**src/hdl/fmprt_pkg.sv**
```systemverilog
// shared types and codes for the first-match packet rule table
`timescale 1ns / 1ps

package fmprt_pkg;

  // item kinds; KIND_NONE also marks an add refused for a full table
  localparam logic [1:0] KIND_CHECK  = 2'd0;
  localparam logic [1:0] KIND_ADD    = 2'd1;
  localparam logic [1:0] KIND_DELETE = 2'd2;
  localparam logic [1:0] KIND_NONE   = 2'd3;

  // result status codes
  localparam logic [1:0] STATUS_OK        = 2'd0;
  localparam logic [1:0] STATUS_FULL      = 2'd1;
  localparam logic [1:0] STATUS_NOT_FOUND = 2'd2;

  // protocol value that matches any packet protocol
  localparam logic [7:0] PROTO_ANY = 8'd0;

  typedef struct packed {
    logic [1:0]  kind;
    logic [31:0] address;
    logic [7:0]  proto;
    logic        deny;
  } req_t;

  typedef struct packed {
    logic [1:0] status;
    logic       drop;
  } rsp_t;

  typedef struct packed {
    logic [31:0] address;
    logic [7:0]  proto;
    logic        deny;
  } rule_t;

  // operation travelling down the cell chain
  typedef struct packed {
    logic [1:0]  op;
    logic [31:0] address;
    logic [7:0]  proto;
    logic        deny;
    logic        hit;
    logic        grow;
    logic [1:0]  status;
    logic        drop;
  } token_t;

endpackage

```
**src/hdl/fmprt_cell.sv**
```systemverilog
// one rule slot of the chain: compares, updates and forwards the token
`timescale 1ns / 1ps

module fmprt_cell #(
  parameter int INDEX   = 0,
  parameter int TOTAL_W = 7
) (
  input  logic                 clk,
  input  logic                 rst,
  input  logic                 advance,
  input  logic [TOTAL_W-1:0]   total,
  input  logic                 tok_valid_in,
  input  fmprt_pkg::token_t    tok_in,
  input  fmprt_pkg::rule_t     next_rule,
  output fmprt_pkg::rule_t     rule,
  output logic                 tok_valid,
  output fmprt_pkg::token_t    tok
);

  localparam logic [TOTAL_W-1:0] SLOT = TOTAL_W'(INDEX);

  fmprt_pkg::rule_t  rule_next;
  fmprt_pkg::token_t tok_next;
  logic used;
  logic addr_eq;
  logic exact;
  logic wild;

  // match against the stored rule
  always_comb begin
    used    = SLOT < total;
    addr_eq = used && (rule.address == tok_in.address);
    exact   = addr_eq && (rule.proto == tok_in.proto);
    wild    = addr_eq && ((rule.proto == fmprt_pkg::PROTO_ANY) ||
                          (rule.proto == tok_in.proto));
  end

  // per-operation update of the slot and the token
  always_comb begin
    rule_next = rule;
    tok_next  = tok_in;
    case (tok_in.op)
      fmprt_pkg::KIND_CHECK: begin
        if (!tok_in.hit && wild) begin
          tok_next.hit  = 1'b1;
          tok_next.drop = rule.deny;
        end
      end
      fmprt_pkg::KIND_ADD: begin
        if (!tok_in.hit) begin
          if (exact) begin
            rule_next.deny = tok_in.deny;
            tok_next.hit   = 1'b1;
          end else if (SLOT == total) begin
            rule_next.address = tok_in.address;
            rule_next.proto   = tok_in.proto;
            rule_next.deny    = tok_in.deny;
            tok_next.hit      = 1'b1;
            tok_next.grow     = 1'b1;
          end
        end
      end
      fmprt_pkg::KIND_DELETE: begin
        // from the first exact match on, each slot pulls its right neighbor
        if (tok_in.hit || exact) begin
          rule_next    = next_rule;
          tok_next.hit = 1'b1;
        end
      end
      default: begin
      end
    endcase
  end

  // token valid
  always_ff @(posedge clk) begin
    if (rst) begin
      tok_valid <= 1'b0;
    end else if (advance) begin
      tok_valid <= tok_valid_in;
    end
  end

  // token payload and rule storage
  always_ff @(posedge clk) begin
    if (advance) begin
      tok <= tok_next;
      if (tok_valid_in) begin
        rule <= rule_next;
      end
    end
  end

endmodule

```
**config.mk**
```make
export PLATFORM = sky130hd
export DESIGN_NAME = fmprt_cell
export DESIGN_NICKNAME = d
export VERILOG_FILES = /design/src/hdl/fmprt_pkg.sv /design/src/hdl/fmprt_cell.sv
export SDC_FILE = /design/constraint.sdc
export NUM_CORES = 1
export LEC_CHECK = 0
export ABC_AREA = 1
export BUFFER_PORTS_ARGS = -buffer_cell sky130_fd_sc_hd__buf_4
export CORE_UTILIZATION = 47
export DETAILED_ROUTE_END_ITERATION = 10
export PLACE_DENSITY_LB_ADDON = 0.1
export SLEW_MARGIN = 30
export SYNTH_ARGS = -nofsm -noshare
export SYNTH_HDL_FRONTEND = slang
export SYNTH_SLANG_ARGS = --single-unit
export TNS_END_PERCENT = 1
```
**constraint.sdc**
```tcl
create_clock -name clk -period 5.1 [get_ports clk]
set_input_delay 1.02 -clock clk [delete_from_list [all_inputs] [get_ports clk]]
set_output_delay 1.02 -clock clk [all_outputs]
set_load 0.05 [all_outputs]
```
==> results of run 1 <==
## critical path: stages
cell	delay [ns]
buf_4	0.09
inv_1	0.05
nand2_1	0.05
nand2_1	0.06
nor2_1	0.15
nand2_1	0.10
nor2_1	0.09
nand3_1	0.12
nor2_2	0.17
nand2_1	0.07
nand2_1	0.07
nand2_2	0.08
a21oi_4	0.35
buf_4	0.29
## through the flow
| stage | power (mW) | setup WS (ns) | cell area, µm² | cells |
|---|---|---|---|---|
| 2_1_floorplan | 1.08 | 0.905 | 4030 | 403 |
| 3_3_place_gp | 1.22 | 1.53 | 5580 | 691 |
| 3_5_place_dp | 1.23 | 1.51 | 5580 | 691 |
| 4_1_cts | 1.70 | 1.87 | 5770 | 707 |
| 5_1_grt | 1.75 | 2.22 | 5780 | 708 |
| 6_report | 1.69 | 2.40 | 5780 | 708 |
## cell type report
class	count	area, µm²	area share (%)
inverters	53	199	3.44
clock inverters	3	40.0	0.692
clock buffers	13	149	2.58
multi-input cells	252	1120	19.4
well taps	105	131	2.27
flip-flops and latches	90	2690	46.6
repair buffers	192	1450	25.1
## synthesized netlist by cell type (2+ instances only)
cell type / number / area (µm²)
o21bai_1: 2 / 15.0
nand4_1: 2 / 12.5
nand2_1: 164 / 616
o21ai_0: 27 / 135
inv_1: 52 / 195
nor4_1: 2 / 12.5
clkbuf_1: 7 / 26.3
nand3_1: 6 / 30.0
xnor2_1: 15 / 131
edfxtp_1: 89 / 2670
a21oi_1: 5 / 25.0
nor2_1: 22 / 82.6
## cells by family (layout without fill, tap and decap cells)
logic type / after synthesis / in the layout / synth area share, %
AND/OR/NAND/NOR: 201 / 201 / 19.4
flip-flops: 90 / 90 / 66.8
buffers and inverters: 61 / 261 / 5.87
XOR/XNOR: 15 / 15 / 3.26
AO/OA/AOI/OAI: 36 / 36 / 4.66
## worst min path at each step
stage,startpoint,to,depth (start not counted)
2_1_floorplan,tok_valid,tok_valid,2
3_3_place_gp,tok_valid,tok_valid,2
3_5_place_dp,tok_valid,tok_valid,2
4_1_cts,tok_valid,tok_valid,2
5_1_grt,tok_valid,tok_valid,2
6_report,tok_valid,tok_valid,2
## registers in the layout, summed over array words and instances (netlist names)
register / flops
tok: 48
rule: 41
tok_valid: 1
## routing by layer
metal	part of all wire [%]	routed length (µm)	vias to the layer above
li1	-	-	1687
met1	41	4200	1527
met4	1.7	178	0
met3	8.3	855	16
met5	0	0	-
met2	49	5130	148
## power by group through the flow
| stage | Combinational (mW) | Sequential, mW | Clock, mW |
|---|---|---|---|
| floorplan | 0.0590 | 1.02 | 0 |
| global placement | 0.337 | 0.887 | 0 |
| detailed placement | 0.342 | 0.889 | 0 |
| CTS | 0.342 | 0.872 | 0.489 |
| global route | 0.363 | 0.876 | 0.516 |
| finish | 0.341 | 0.871 | 0.482 |
==> impl_results.md, run 1 <==
- Most common cell after layout, fill and taps aside: buf_4
- Vias in the first global route: ~3200
- Worst rel slew slack: 53.3%
- Max Cap Viol: 0
- Core area: 0.00826 mm²
- Layout area overhead: 43.4%
- CP startpoint: tok_in[28]
- Post-CTS Setup Bufs: 0
- DIE HEIGHT: about 95 µm
- GR Util met1: 28.6%
- Drt total wl: 10400 µm
- CTS max path bufs: 2
- WS Path Type: in2reg
- Mapped Cells: ~400
- Vias after detailed routing: 3378
- N_diodes: 0
- Internal power: 1.22 mW
- Async SR Flop Fraction: 0%
- Clock transition at path regs: 0.08 ns
- Tightest Hold Check Type: reg2reg
- # fillers: about 670
- Mean Syn Cell Area: around 10 µm²
- Pleak: 2.69 nW
- Largest net degree at the start of global routing: 52
- Port Buffers: 189
- GPL Wtd Cong: 0.751
- I/O pin count: 190
- Comb pwr share: between 20% and 30%
- Worst r2r src: rule[23]
- Final ANT Viol Nets: 0
- Most used DFF post-synth: edfxtp_1
- Final period util: between 50 and 60%
- Max frequency: 0.371 GHz
- Worst setup SP type: input pin
- P per Cell Area: 293 mW/mm²
- DP Wirelength: 7570 µm
- WHS: 0.477 ns
- Final setup vio count: 0
- Count of final hold-check violations: 0
- Setup slack, reg-to-reg: 2.74 ns
- Crit path capture type: register
- Crit-path max FO: 13
- Arrival time worst endpoint: 2.74 ns
- Tmin final: 2.70 ns
- Total track usage: between 20% and 30%
- Setup TNS: 0 ns
- Reg2reg path depth: 12
- M3 GR Usage: under 10%
- DR iter-0 viols: 189
- Layout Nets: 698
- Hold Buf Count CTS: 0
- Mapped cell area: 0.00403 mm²
- Worst skew pair latency: ~0.35 ns
- R2R Path End: rule[17]
- Post-layout util: 70.0%
- Register share of total power: 51.4%
- YS warnings: 0
- Cell variety after synth: 22
- PostCTS Resize Cnt: 0
- Clock share of power: 28.4%
- First-pass DRT Iterations: 4
- Grt peak-use layer: met2
- Initial antenna violation count: 0
- Rows: 33
- GR Layer Usage met2: 38.7%
- Initial Util: 48.8%
- Die W: between 90 and 100 µm
- RSZ-0062 raised after global routing: no
- Switch Pwr: 0.477 mW
- Htree depth: 3
- TritonCTS clock tree: built
- Switching share of power: 28.1%
- First-pass GRT wire length: about 15000 µm
- Syn Nets: between 500 and 600
- Slew at the pin closest to its max-slew limit: 0.701 ns
- Die ar.: 0.00895 mm²
- Slew Viols, Final: 0
- Most frequent cells in the layout: 191 x buf_4, 164 x nand2_1, 89 x edfxtp_1
- Worst EP required: 5.15 ns
- Clk_skew: 0.0103 ns
- Post-synth EDFFs: 89
- Status: finished, final reports clean
- Post-synthesis sequential element count: 90
- DRC viols: 0
- Root buf cell: clkbuf_8
- Vias/cell: approximately 4.8
- Worst Setup EP: rule[17]
- Num Clock Sinks: 90
- GRT overflow: 0
- Wire length per cell: 14.6 µm
- Share of cells above drive strength 1: 34.8%
- Num CTS Buffers: 9
- Maximum vdd ir drop: 0.164 mV
- Post-synthesis sequential area ratio: 66.8%
Note: power is estimated with default switching activity, not from simulation.
==> run 2, diff against run 1 <==
Settings changed: ABC_AREA 1 to 0, CORE_UTILIZATION 47 to 41.
Clock period 5.1 ns to 2.3 ns, I/O delays scaled along.
==> run 2 against run 1 <==
Compared with the run above:
- final cell count decreased by 8.6%
- hold slack got worse by 0.24 ns
- die area increased by 9.9%
- sequential power increased by 120%
- area after synthesis decreased by 4.0%
- first-iteration DRC count decreased by 35%
- clock power increased by 120%
- routed wire length increased by 4.6%
- critical path type is now reg2reg
- critical endpoint is now rule[34]
- largest power group unchanged
==> impl_results.md, run 2 <==
- Clock share of power: 28.4%
- Share of cells above drive strength 1: between 40% and 50%
- Most used DFF post-synth: edfxtp_1
- Register share of total power: 50.6%
- I/O pin count: 190
- Pleak: 2.62 nW
- P per Cell Area: between 600 and 700 mW/mm²
- Crit path capture type: register
- Num CTS Buffers: 9
- Total Power: ~3.8 mW
- Largest registers: tok: 48 flops, rule: 41 flops, tok_valid: 1 flops
- DP Wirelength: 7700 µm
- Slew Viols, Final: 0
- Setup slack, reg-to-reg: 0.02 ns
- Htree depth: 3
- Maximum vdd ir drop: 0.327 mV
- Vias/cell: around 5
- Count of final hold-check violations: 0
- Post-synth EDFFs: 89
- Synth cell count leaders: 126 x nand2_1, 89 x edfxtp_1, 38 x xnor2_1
- Core area: 0.00920 mm²
- Final ANT Viol Nets: 0
- Internal power: 2.70 mW
- Die W: between 90 and 100 µm
- CP startpoint: rule[19]
- First-pass GRT wire length: 16300 µm
- Largest net degree at the start of global routing: 50
- R2R Path End: rule[34]
- Hold Buf Count CTS: 0
- Layout area overhead: 53.4%
- Mean Syn Cell Area: approximately 12 µm²
- WHS: 0.239 ns
- Root buf cell: clkbuf_8
- DRC viols: 0
- Clock transition at path regs: 0.10 ns
- Vias after detailed routing: 3201
- GRT overflow: 0
- GPL Wtd Cong: 0.802
- WS Path Type: reg2reg
- Endpoint, Worst Hold: tok_valid
- Initial Util: 42.1%
- Die ar.: 0.00983 mm²
- Hold path startpoint: rst
- Num Clock Sinks: 90
- Final setup vio count: 0
- Comb pwr share: 21.0%
- Hold depth: 2
- CTS max path bufs: 2
- Initial antenna violation count: 0
- Status: finished, final reports clean
- Reg2reg path depth: 7
- YS warnings: 0
- Switching share of power: 29.2%
- Worst rel slew slack: 53.3%
- Vias in the first global route: 3175
- TritonCTS clock tree: built
- DR iter-0 viols: 123
- Max frequency: approximately 0.44 GHz
- Final period util: 99.1%
- Worst r2r src: rule[19]
- Total track usage: 22.2%
- Most flops, register: tok
- N_diodes: 0
- Most common cell after layout, fill and taps aside: buf_4
- Post-synthesis sequential element count: 90
- RSZ-0062 raised after global routing: yes
- Mapped Cells: 310
- Wire length per cell: between 15 and 20 µm
- Post-synthesis sequential area ratio: 69.6%
- Cell variety after synth: 29
- Tightest Hold Check Type: in2reg
- Async SR Flop Fraction: 0%
- Max reg flops: 48
- Clk_skew: approximately 0.010 ns
- Synth area leader: edfxtp_1
- Mapped cell area: about 0.0039 mm²
- Crit-path max FO: 5
- Arrival time worst endpoint: 2.36 ns
- Most frequent cells in the layout: 214 x buf_4, 126 x nand2_1, 89 x edfxtp_1
- DIE HEIGHT: 99.2 µm
- Most common cell in the synthesized netlist: nand2_1
- Top cell type's share of synthesized area: 69.0%
- Tmin final: 2.28 ns
- Layout Nets: 631
- First-pass DRT Iterations: 4
- Max Cap Viol: 0
- Port Buffers: approximately 190
- Syn Nets: 410
- Rows: 35
- Worst EP required: 2.38 ns
- Switch Pwr: around 1.1 mW
- Worst setup SP type: register
- Drt total wl: 10800 µm
- Slew at the pin closest to its max-slew limit: ~0.7 ns
- Top cells by area, synth: edfxtp_1 69%, nand2_1 12%, xnor2_1 8.6%
- Worst skew pair latency: 0.36 ns
run 2: cell types whose count changed after synthesis, sizes merged, moves of 8 or more:
| cell | delta |
|---|---|
| xnor2 | +23 |
| nand4 | +8 |
| nor2 | -18 |
| nand2 | -39 |
| inv | -51 |
| o21ai | -26 |
run 2: area by class of cell:
type,instances,area (µm²)
Clock buffer,9,124
Clock inverter,7,68.8
Fill cell,749,3260
Inverter,1,3.75
Multi-Input combinational cell,209,1200
Sequential cell,90,2690
Tap cell,111,139
Timing Repair Buffer,220,1710
run 2: how the worst max path moves through the flow:
stage                     to  slack [ns]
global placement    rule[12]       -0.18
global route        rule[34]       -0.05
finish              rule[34]        0.02
CTS                 rule[18]       -0.04
floorplan           rule[10]       -0.96
detailed placement   rule[6]       -0.26
run 2: routing by layer:
layer / track usage [%] / share of wire (%) / wire [µm]
met1: 28.5 / 41 / 4480
met2: 36.0 / 51 / 5480
met3: 4.50 / 6.0 / 655
met4: 11.0 / 2.1 / 227
met5: 0 / 0 / 0
run 2: power groups by stage:
stage	logic (mW)	clock network (mW)	registers, mW
floorplan	0.131	0	2.26
global placement	0.783	0	1.97
detailed placement	0.792	0	1.97
CTS	0.799	1.11	1.93
global route	0.845	1.18	1.94
finish	0.801	1.08	1.93
run 2: cell families after synthesis:
logic type | synth area share, %
XOR/XNOR | 9.05
AO/OA/AOI/OAI | 1.87
buffers and inverters | 1.07
flip-flops | 69.6
multiplexers | 0.549
AND/OR/NAND/NOR | 17.9
run 2: through the flow:
step	setup TNS, ns	area [µm²]	setup slack, ns	utilization [%]	cells
floorplan	-38.24	3880	-0.956	-	310
CTS	-0.858	5880	-0.0408	63.9	646
detailed placement	-9.17	5610	-0.258	61.0	624
global route	-0.992	5940	-0.0517	64.6	647
finish	0	5940	0.0210	64.6	647
global placement	-6.43	5610	-0.183	61.0	624
run 2: what timing repair did:
action                     4_1_cts  5_1_grt
buffers inserted                 6        0
setup endpoints to repair       40       41
gates resized for setup          5        6
gates cloned                     0        2
pin swaps                        5        7
hold endpoints to repair         0        0
run 2: worst max-delay path, cell delays in order, from the launching register on:
cell	delay, ns
edfxtp_1	0.43
xnor2_1	0.18
nand4_1	0.21
nor4_4	0.38
nand3_2	0.17
o41ai_4	0.27
buf_6	0.18
buf_4	0.16
==> run 3, diff against run 2 <==
Settings changed: REMOVE_ABC_BUFFERS set to 1.
==> run 3 against run 2 <==
Compared with the run above:
- sequential share of layout area about the same
- total power down 3.0%
- final cell count up 1.1%
- non-clock buffer count up 7
- global-route usage down 1.6 points
- critical path depth up 1
- utilization about the same
- via count down 2.9%
- fmax up 2.4%
- critical endpoint is now rule[38]
- largest power group unchanged
==> impl_results.md, run 3 (same netlist as run 2, synthesis figures left out) <==
- Status: finished, final reports clean
- Most frequent cells in the layout: 222 x buf_4, 126 x nand2_1, 89 x edfxtp_1
- Setup TNS: 0 ns
- Wire length per cell: ~15 µm
- I/O pin count: 190
- Port Buffers: 189
- Vias in the first global route: 3105
- Worst EP required: roughly 2.4 ns
- TritonCTS clock tree: built
- Crit path capture type: register
- Worst r2r src: rule[19]
- Maximum vdd ir drop: 0.310 mV
- Root buf cell: clkbuf_8
- Final setup vio count: 0
- # fillers: ~750
- Max Cap Viol: 0
- Clock transition at path regs: ~0.080 ns
- DR iter-0 viols: 67
- Max frequency: 0.449 GHz
- Largest net degree at the start of global routing: 50
- Rows: 35
- Setup ws final: 0.0737 ns
- P per Cell Area: 623 mW/mm²
- Reg2reg path depth: 8
- Vias/cell: 4.75
- Crit-path max FO: 13
- Slew at the pin closest to its max-slew limit: 0.696 ns
- Placed cells: 635
- Most flops, register: tok
- Final ANT Viol Nets: 0
- RSZ-0062 raised after global routing: yes
- Die W: 99.2 µm
- Pleak: 2.59 nW
- Setup slack, reg-to-reg: between 0.07 and 0.08 ns
- Worst skew pair latency: approximately 0.35 ns
- Num CTS Buffers: 9
- R2R Path End: rule[38]
- Tmin final: 2.23 ns
- Final period util: 96.8%
- Core area: 0.00920 mm²
- Die ar.: 0.00983 mm²
- GPL Wtd Cong: 0.731
- DP Wirelength: 7360 µm
- CP startpoint: rule[19]
- Initial antenna violation count: 0
- Arrival time worst endpoint: roughly 2.3 ns
- Layout Nets: 638
- WS Path Type: reg2reg
- Initial Util: 42.1%
- Max reg flops: 48
- Total Power: 3.70 mW
- DRC viols: 0
- Drt total wl: 10100 µm
- First-pass GRT wire length: ~15000 µm
- Count of final hold-check violations: 0
- Dpl ws: -0.354 ns
- Vias after detailed routing: 3107
- Final cell count without fillers: around 650
- Htree depth: 3
- First-pass DRT Iterations: 4
- Worst rel slew slack: a little over half
- Clk_skew: 0.0157 ns
- Tightest Hold Check Type: in2reg
- Slew Viols, Final: 0
- Most common cell after layout, fill and taps aside: buf_4
- CTS max path bufs: 2
- Largest registers: tok: 48 flops, rule: 41 flops, tok_valid: 1 flops
- Share of cells above drive strength 1: between 40% and 50%
- Worst Setup EP: rule[38]
- Layout area overhead: 53.3%
- N_diodes: 0
- DIE HEIGHT: 99.2 µm
- GRT overflow: 0
- Hold Buf Count CTS: 0
- Num Clock Sinks: 90
- Worst setup SP type: register
- Total track usage: 20.6%
## run 3: what timing repair did
action                                  CTS  global route
pin swaps                                 4             3
resized for setup                         9             4
setup buffers                             1             2
gates cloned                              0             0
endpoints found under the setup margin   40            40
## run 3: stage by stage
stage | util, % | hold slack [ns] | area [µm²]
after global routing | 64.5 | 0.258 | 5940
after detailed placement | 61.7 | 0.490 | 5680
after floorplan | - | 0.532 | 3830
final | 64.5 | 0.263 | 5940
after CTS | 64.1 | 0.243 | 5890
after global placement | 61.7 | 0.480 | 5680
## run 3: worst min path at each step
| stage | slack, ns | from | to | cells after the start |
|---|---|---|---|---|
| after floorplan | 0.53 | rst | tok_valid | 1 |
| after global placement | 0.48 | tok_valid | tok_valid | 2 |
| after detailed placement | 0.49 | tok_valid | tok_valid | 2 |
| after CTS | 0.24 | rst | tok_valid | 2 |
| after global routing | 0.26 | rst | tok_valid | 2 |
| final | 0.26 | rst | tok_valid | 2 |
## run 3: area by class of cell
class,count,area (µm²),area share (%)
tap,111,139,2.34
multi-input combinational,209,1200,20.2
clock inverter,5,40.0,0.675
inverter,1,3.75,0.0632
clock buffer,11,131,2.21
timing repair buffer,227,1730,29.2
sequential,90,2690,45.4
## run 3: layer usage
metal / wire length, µm / track usage (%) / up-vias
met5: 0 / 0 / -
met4: 82 / 7.69 / 0
met3: 823 / 5.69 / 8
met2: 4940 / 34.7 / 127
met1: 4210 / 25.5 / 1444
li1: - / - / 1528
## run 3: power breakdown
| part | total [mW] | leakage, nW | switching (mW) | internal [mW] |
|---|---|---|---|---|
| combinational | 0.798 | 1.67 | 0.492 | 0.306 |
| clock | 0.970 | 0.0762 | 0.571 | 0.400 |
| sequential | 1.93 | 0.839 | 0.0286 | 1.90 |
## run 3: worst max-delay path, cell delays in order (launching register included)
cell	delay (ns)
edfxtp_1	0.43
xnor2_2	0.18
nand4_1	0.14
nor4_2	0.27
buf_4	0.17
nand3_4	0.10
o41ai_4	0.32
buf_6	0.18
buf_12	0.15
